===== src/hw/rtl/cocos_pkg.sv =====
// cocos_pkg: shared types and constants for the two-row sketch update core
// covers the input and result word layouts and the modulo unit handshake
// no dependencies
`timescale 1ns / 1ps

package cocos_pkg;

    localparam int KEY_W   = 64;
    localparam int HASH_W  = 32;
    localparam int RAND_W  = 32;
    localparam int CNT_W   = 8;
    localparam int ROW_IDX_W = 16;

    // saturation value of a bucket count
    localparam logic [CNT_W-1:0] COUNT_MAX = 8'hff;

    // register index decoded from the config address
    localparam logic REG_THRESHOLD = 1'b0;

    // one input word
    typedef struct packed {
        logic [KEY_W-1:0]  flow_key;
        logic [HASH_W-1:0] key_hash;
        logic [RAND_W-1:0] random_word;
    } item_t;

    // one result word
    typedef struct packed {
        logic [KEY_W-1:0]     reported_key;
        logic [ROW_IDX_W-1:0] row0_index;
        logic [ROW_IDX_W-1:0] row1_index;
        logic [CNT_W-1:0]     reported_count;
    } result_t;

    // request to the shared modulo unit
    typedef struct packed {
        logic              start;
        logic [RAND_W-1:0] dividend;
        logic [CNT_W-1:0]  divisor;
    } mod_req_t;

    // response from the shared modulo unit
    typedef struct packed {
        logic             done;
        logic [CNT_W-1:0] remainder;
    } mod_rsp_t;

endpackage


===== src/hw/rtl/cocos_mod_unit.sv =====
// cocos_mod_unit: iterative 32-by-8 remainder, one dividend bit per cycle
// restoring shift-subtract, one step per dividend bit, done pulses for one cycle
// depends on cocos_pkg
`timescale 1ns / 1ps

module cocos_mod_unit
    import cocos_pkg::*;
(
    input  logic     clk,
    input  logic     rst_n,
    input  mod_req_t req,
    output mod_rsp_t rsp
);

    localparam int STEP_W = $clog2(RAND_W);

    logic              active_reg, active_next;
    logic              done_reg, done_next;
    logic [STEP_W-1:0] step_reg, step_next;
    logic [RAND_W-1:0] dvd_reg, dvd_next;
    logic [CNT_W-1:0]  dvs_reg, dvs_next;
    logic [CNT_W-1:0]  rem_reg, rem_next;
    logic [CNT_W:0]    shifted;
    logic [CNT_W:0]    diff;

    // one restoring step: shift in the next dividend bit, subtract if it fits
    always_comb
    begin
        shifted = {rem_reg, dvd_reg[RAND_W-1]};
        diff    = shifted - {1'b0, dvs_reg};
    end

    // step sequencing
    always_comb
    begin
        active_next = active_reg;
        done_next   = 1'b0;
        step_next   = step_reg;
        dvd_next    = dvd_reg;
        dvs_next    = dvs_reg;
        rem_next    = rem_reg;
        if (req.start)
        begin
            active_next = 1'b1;
            step_next   = '0;
            dvd_next    = req.dividend;
            dvs_next    = req.divisor;
            rem_next    = '0;
        end
        else if (active_reg)
        begin
            if (shifted >= {1'b0, dvs_reg})
            begin
                rem_next = diff[CNT_W-1:0];
            end
            else
            begin
                rem_next = shifted[CNT_W-1:0];
            end
            dvd_next  = {dvd_reg[RAND_W-2:0], 1'b0};
            step_next = step_reg + STEP_W'(1);
            if (step_reg == STEP_W'(RAND_W - 1))
            begin
                active_next = 1'b0;
                done_next   = 1'b1;
            end
        end
    end

    // control registers
    always_ff @(posedge clk or negedge rst_n)
    begin
        if (!rst_n)
        begin
            active_reg <= 1'b0;
            done_reg   <= 1'b0;
            step_reg   <= '0;
        end
        else
        begin
            active_reg <= active_next;
            done_reg   <= done_next;
            step_reg   <= step_next;
        end
    end

    // datapath registers
    always_ff @(posedge clk)
    begin
        dvd_reg <= dvd_next;
        dvs_reg <= dvs_next;
        rem_reg <= rem_next;
    end

    assign rsp.done      = done_reg;
    assign rsp.remainder = rem_reg;

endmodule


===== config.mk =====
export PLATFORM = sky130hd
export DESIGN_NAME = cocos_mod_unit
export DESIGN_NICKNAME = d
export VERILOG_FILES = /design/src/hw/rtl/cocos_pkg.sv /design/src/hw/rtl/cocos_mod_unit.sv
export SDC_FILE = /design/constraint.sdc
export NUM_CORES = 1
export LEC_CHECK = 0
export BUFFER_PORTS_ARGS = -buffer_cell sky130_fd_sc_hd__buf_4
export CAP_MARGIN = 20
export CORE_AREA = 4 4 74 76
export DETAILED_ROUTE_END_ITERATION = 8
export DIE_AREA = 0 0 78 80
export PLACE_DENSITY = 0.82
export SLEW_MARGIN = 20
export SYNTH_ARGS = -nofsm -noshare
export SYNTH_HDL_FRONTEND = slang
export SYNTH_SLANG_ARGS = --single-unit

===== constraint.sdc =====
create_clock -name clk -period 5.42 [get_ports clk]
set_input_delay 0.542 -clock clk [delete_from_list [all_inputs] [get_ports clk]]
set_output_delay 0.542 -clock clk [all_outputs]
set_load 0.05 [all_outputs]

After elaboration in Yosys (flattened, before gate mapping)
Cells that the tools add are included.
{"block": "word_totals", "ff_bits": 55, "out_inout_bits": 9}
{"block": "op_classes", "n_lt_le_gt_ge": 1, "n_eq_ne": 1, "muxes": 11, "reduce_logical": 1, "addsub": 2}
{"cell": "$mux 32", "count": 2}
{"cell": "$mux 5", "count": 2}
{"cell": "$ge 9x8->1", "count": 1}
{"cell": "$mux 8", "count": 1}
{"cell": "$sub 8x8->8", "count": 1}
{"cell": "$mux 1", "count": 6}
{"cell": "$add 5x1->5 const B", "count": 1}
{"cell": "$eq 5x5->1 const B", "count": 1}
{"cell": "$reduce_bool 2->1", "count": 1}

Logic depth before layout (Yosys ltp)
Gate-level depths: netlist of the first run.
{"block": "logic_depth", "ltp_word": 4, "ltp_mapped": 8, "mapped_depth_nobuf": 8}

Worst setup path after synthesis of the first run
No wires, ideal clock.
{"block": "synth_path", "kind": "reg2reg", "startpoint": "reg rem_reg[2]", "endpoint": "reg rem_reg[2]", "period_less_slack_ns": 2.198, "setup_time_ns": 0.116, "path_slack_ns": 3.222, "path_stages_with_launch": 7, "t_arrival_ns": 2.082, "path_cell_list": "dfxtp_1 > ha_1 > a21o_1 > a21oi_4 > a31oi_2 > or4b_1 > o211a_1"}
{"block": "synth_via", "elab_chain_len": 2}
{"item": "from (decl)", "line": "cocos_mod_unit.sv:22", "rtl": "logic [CNT_W-1:0] rem_reg, rem_next;"}
{"item": "from (signal assigned)", "line": "cocos_mod_unit.sv:92", "rtl": "rem_reg <= rem_next;"}
{"item": "$ge 9x8->1", "line": "cocos_mod_unit.sv:52", "rtl": "if (shifted >= {1'b0, dvs_reg})"}
{"item": "$mux 8", "line": "cocos_mod_unit.sv:52"}
Every way passes these cells.
A chain may end at the register's enable or synchronous reset.

Worst setup path after layout of the first run
{"block": "layout_path", "startpoint": "reg dvs_reg[7]", "endpoint": "reg rem_reg[2]"}
{"block": "layout_via", "elab_chain_len": 2}
{"item": "from (decl)", "line": "cocos_mod_unit.sv:21", "rtl": "logic [CNT_W-1:0] dvs_reg, dvs_next;"}
{"item": "from (signal assigned)", "line": "cocos_mod_unit.sv:91", "rtl": "dvs_reg <= dvs_next;"}
{"item": "$ge 9x8->1", "line": "cocos_mod_unit.sv:52"}
{"item": "$mux 8", "line": "cocos_mod_unit.sv:52"}
Every way passes these cells.

==> run metrics, run 1 <==
Seq cells post-synth=55; die height=80 µm; main flop type after synthesis=edfxtp_1; vias in the first global route=1747; initial core utilization=0.585; gr usage total=0.166; CTS root buf=clkbuf_8; Max Fanout on Critical Path=12; Setup TNS=0 ns; commonest cells in the netlist=40 x edfxtp_1, 31 x mux2_2, 13 x inv_1, 13 x nor2_1, 11 x nand2_1; Initial DRC Count=138; Setup Fix Bufs, Post-CTS=0; Cell Rows=25; Max Root-Sink Buffers=2; antenna violations before repair=0; Gates resized, CTS repair=0; H-tree Lvls=2; total CTS buffers=5; CTS tree=yes; die width=78 µm; final worst-path cycle share=0.406; final hold vios=0; RSZ-0062 raised after global routing=no; Area growth syn-to-layout=18.1%; Netlist cell types=52; Nets=314; n_diodes=0; global-route wire length before repair=8110 µm; worst-case clock skew=0.00869 ns; # hold bufs at CTS=0; Residual DRC=0; share of cells above drive strength 1=0.375; worst slack, placed=3.20 ns; clk slew on worst S/H paths=0.10 ns; Slew @ Worst Pin=0.646 ns; max reg flops=32; max-cap viol count=0; post-synthesis sequential area ratio=0.556; GPL Wtd Cong=0.893; crit path cell chain=inv_1 > ha_1 > a211oi_2 > nand2_1 > or4b_1 > o211a_1; Core Box Area=4720 µm²; EDFF count, synth=40; CP Launch Type=register; max incr delay on CP=0.59 ns; drt first pass iters=4; element type at the critical path end=register; top cells by area, synth=edfxtp_1 43%, mux2_2 13%, dfrtp_1 6.3%; post-synth top area cell=edfxtp_1; status=complete, no violations; Leakage=1.42 nW; post-synth top area share=0.434; vias=1776; power per cell area=381 nW/µm²; CP Data Required Time=5.62 ns; Synth Area per Inst=13.0 µm²; ANT nets after route=0; Port Buffers=51; Sink Count=55; DP HPWL=3530 µm; Post-synth ARST share=0.127; Mapped Area=2770 µm²; most frequent cell after synthesis=edfxtp_1; FMAX=455 MHz; Max-slew headroom=0.569; Tmin final=2.20 ns; io pins=52; Mapped Nets=266; final WL=4930 µm; crit path DAT=2.40 ns; worst hold path type=in2async; Crit-path slowest cell=or4b_1; GRT overflow=0; Clk Latency, worst-skew pair=0.30 ns; largest net degree at the start of global routing=54; Avg WL per Cell=15.0 µm; vias per inst=5.41; Syn Inst Count=212; peak supply drop=0.232 mV; Final Max Slew Viols=0; Final Setup Violations=0; Setup WS post-layout=3.22 ns; kind of critical path=reg2reg; Synth Warn #=0; DIE AREA=6240 µm²
-- layout by cell type (no fill, tap or decap), types with 2 or more instances in the layout --
cell	instances
buf_4	51
edfxtp_1	40
mux2_2	31
nor2_1	13
inv_1	12
nand2_1	11
ha_1	10
dfxtp_1	8
dfrtp_1	7
nand3_1	5
clkbuf_8	5
a21o_1	4
nor2b_1	4
o211a_1	4
xor2_1	4
o21ai_0	3
a21oi_1	3
o31ai_1	3
and3_1	2
nand2b_1	2
o31a_1	2
xnor2_1	2
nor4b_1	2
nor4_2	2
nor3b_1	2
mux2i_1	2
clkinv_1	2
-- path summary, 6_finish.rpt --
check	from	to	slack, ns	depth (start not counted)
min	rst_n	step_reg[0]$_DFFE_PN0P_	0.03	1
max	dvs_reg[7]$_DFFE_PP_	rem_reg[2]$_SDFFE_PP0P_	3.22	6
min in group clk	req[7]	dvs_reg[7]$_DFFE_PP_	0.41	1
min reg2reg	step_reg[4]$_DFFE_PN0P_	step_reg[4]$_DFFE_PN0P_	0.54	2
max reg2reg	dvs_reg[7]$_DFFE_PP_	rem_reg[2]$_SDFFE_PP0P_	3.22	6
max in group asynchronous	rst_n	done_reg$_DFF_PN0_	5.27	1
-- critical path: cells and delay by family (launching register included) --
family                   cells  cell delay [ns]
AO/OA/AOI/OAI                2             0.42
buffers and inverters        1             0.08
AND/OR/NAND/NOR              2             0.92
flip-flops                   1             0.38
adder cells (fa/ha/maj)      1             0.30
-- through the flow --
stage / std cells / area, µm² / hold slack (ns) / power [mW] / utilization
final: 328 / 3260 / 0.0296 / 1.25 / 0.691
after global routing: 328 / 3260 / 0.0231 / 1.32 / 0.691
after CTS: 328 / 3260 / 0.0270 / 1.25 / 0.691
after detailed placement: 320 / 3180 / 0.361 / 1.04 / 0.673
after global placement: 320 / 3180 / 0.360 / 1.03 / 0.673
after floorplan: 212 / 2770 / 0.246 / 0.919 / -
-- layer usage --
metal,wire length (µm),GRT usage,part of all wire,up-vias
li1,-,-,-,884
met1,2160,0.215,0.44,834
met2,2420,0.271,0.49,54
met3,314,0.0508,0.064,4
met4,42,0.0455,0.0085,0
met5,0,0,0,-
-- power breakdown --
| group | switching (mW) | internal, mW |
|---|---|---|
| clock network | 0.128 | 0.0881 |
| logic | 0.273 | 0.207 |
| registers | 0.0392 | 0.510 |
| total | 0.441 | 0.805 |
-- final cells by class --
class,instances,area (µm²)
Clock inverter,3,15.0
Sequential cell,55,1540
Multi-Input combinational cell,134,1130
Fill cell,340,1460
Clock buffer,5,68.8
Inverter,13,48.8
Timing Repair Buffer,51,383
Tap cell,67,83.8
-- cells by family after synthesis --
logic type | Yosys count | synth area share
xor gates and xnor gates | 6 | 0.0190
AOI/OAI and AO/OA | 32 | 0.0973
muxes | 33 | 0.133
buffers and inverters | 23 | 0.0362
DFF | 55 | 0.556
adders and majority gates | 11 | 0.0525
and+or+nand+nor | 52 | 0.106
Note: power is estimated with default switching activity, not from simulation.
==> run 2, diff against run 1 <==
--- a/config.mk
+++ b/config.mk
@@ -7,10 +7,10 @@
 export LEC_CHECK = 0
 export BUFFER_PORTS_ARGS = -buffer_cell sky130_fd_sc_hd__buf_4
 export CAP_MARGIN = 20
-export CORE_AREA = 4 4 74 76
+export CORE_AREA = 4 4 80 82
 export DETAILED_ROUTE_END_ITERATION = 8
-export DIE_AREA = 0 0 78 80
-export PLACE_DENSITY = 0.82
+export DIE_AREA = 0 0 84 86
+export PLACE_DENSITY = 0.74
 export SLEW_MARGIN = 20
 export SYNTH_ARGS = -nofsm -noshare
 export SYNTH_HDL_FRONTEND = slang
==> constraint.sdc (replaced) <==
create_clock -name clk -period 2 [get_ports clk]
set_input_delay 0.2 -clock clk [delete_from_list [all_inputs] [get_ports clk]]
set_output_delay 0.2 -clock clk [all_outputs]
set_load 0.05 [all_outputs]
==> run 2 against run 1 <==
Clock skew increased by 0.0021 ns. First-iteration DRC count decreased by 36%. Maximum frequency increased by 13%. Worst hold slack improved by 0.032 ns. Clock-buffer cell count unchanged. Critical endpoint unchanged. Final area increased by 6.9%.
==> run metrics, run 2 (synthesized netlist as in run 1, its figures left out) <==
io pins=52; H-tree Lvls=2; power per cell area=1050 nW/µm²; GPL Wtd Cong=0.823; element type at the critical path end=register; Sink Count=55; Final Max Slew Viols=0; Initial DRC Count=89; vias in the first global route=1840; Final Setup Violations=0; fin area=3490 µm²; most common cell after layout, fill and taps aside=buf_4; fin cells=353; Tmin final=1.94 ns; status=complete, no violations; final hold vios=0; clk slew on worst S/H paths=0.10 ns; Clk Latency, worst-skew pair=0.31 ns; Max Fanout on Critical Path=6; crit path DAT=2.15 ns; part of the power in registers=0.411; CTS tree=yes; GRT overflow=0; Max-slew headroom=0.733; ANT nets after route=0; Layout Utilization=0.607; max incr delay on CP=0.54 ns; Cell Rows=28; dpl cell area=3290 µm²; FMAX=514 MHz; Area growth syn-to-layout=26.2%; Port Buffers=51; placed cell count=340; vias per inst=5.33; peak supply drop=0.615 mV; max reg flops=32; global-route wire length before repair=8280 µm; die width=84 µm; Internal Pwr Total=2.37 mW; share of cells above drive strength 1=0.471; Max Root-Sink Buffers=2; Nets=331; final WL=5240 µm; max-cap viol count=0; total CTS buffers=5; DP HPWL=3750 µm; Leakage=1.52 nW; final worst-path cycle share=0.972; CP Data Required Time=2.20 ns; Slew @ Worst Pin=0.401 ns; antenna violations before repair=0; worst-case clock skew=0.0107 ns; Avg WL per Cell=14.8 µm; power share of the clock group=0.171; area of the multi-input gates=1200 µm²; initial core utilization=0.481; CP Launch Type=register; crit path cell chain=inv_1 > ha_1 > buf_4 > a21oi_4 > a31oi_4 > or4b_1 > o211a_1; drt first pass iters=4; commonest non-fill, non-tap cells in the layout=67 x buf_4, 40 x edfxtp_1, 31 x mux2_2, 13 x nor2_1, 11 x inv_1; DIE AREA=7220 µm²; gr usage total=0.143; die height=86 µm; Core Box Area=5750 µm²; combinational power share=0.418; Crit-path slowest cell=or4b_1; largest net degree at the start of global routing=33; Residual DRC=0; sw frac=0.356; CTS root buf=clkbuf_8; sw power=1.31 mW; Hold WS=0.0620 ns; vias=1883; n_diodes=0; kind of critical path=reg2reg; fillers=468; Sequential cell area=1550 µm²; worst hold path type=in2reg
## run 2: power groups by stage
stage / logic [mW] / clock network, mW / registers, mW
after global placement: 1.38 / 0 / 1.52
after floorplan: 0.806 / 0 / 1.70
after detailed placement: 1.41 / 0 / 1.53
after global routing: 1.66 / 0.696 / 1.53
after CTS: 1.45 / 0.651 / 1.51
final: 1.54 / 0.629 / 1.51
## run 2: critical path, delay by kind of cell (launching register included)
family | cells | cell delay, ns
AO/OA/AOI/OAI | 3 | 0.45
adder cells (fa/ha/maj) | 1 | 0.24
buffers and inverters | 2 | 0.23
flip-flops | 1 | 0.38
AND/OR/NAND/NOR | 1 | 0.54
## run 2: final timing paths
path	start	depth (start not counted)	slack, ns	to
hold reg to reg	rem_reg[1]$_SDFFE_PP0P_	1	0.53	rem_reg[1]$_SDFFE_PP0P_
min in group asynchronous	rst_n	2	0.22	step_reg[0]$_DFFE_PN0P_
setup reg to reg	dvs_reg[4]$_DFFE_PP_	7	0.06	rem_reg[2]$_SDFFE_PP0P_
max in group asynchronous	rst_n	2	1.64	active_reg$_DFF_PN0_
hold / removal	req[0]	1	0.06	dvs_reg[0]$_DFFE_PP_
setup / recovery	dvs_reg[4]$_DFFE_PP_	7	0.06	rem_reg[2]$_SDFFE_PP0P_
## run 2: routing by layer
metal	routed length, µm	global-route usage	vias to the layer above
met5	0	0	-
met4	91	0.0439	0
met3	311	0.0461	10
met2	2560	0.246	50
met1	2270	0.172	907
li1	-	-	916
## run 2: what timing repair did
action | CTS | global route
endpoints found under the setup margin | 3 | 6
gates resized for setup | 2 | 11
pin swaps | 2 | 6
endpoints found under the hold margin | 7 | 0
setup buffers | 1 | 3
hold buffers | 1 | 0
## run 2: per-stage QoR
stage	TNS, ns	setup WS, ns	power [mW]
floorplan	0	0.0223	2.50
CTS	0	0.0190	3.61
global placement	0	0.00883	2.90
finish	0	0.0554	3.68
detailed placement	-0.0293	-0.0293	2.94
global route	-0.0153	-0.0116	3.89
## run 2: layout make-up
cell class | instances | area share
inverter | 13 | 0.0140
timing repair buffer | 68 | 0.147
clock buffer | 5 | 0.0197
clock inverter | 3 | 0.00646
sequential | 55 | 0.443
tap | 75 | 0.0269
multi-input combinational | 134 | 0.343
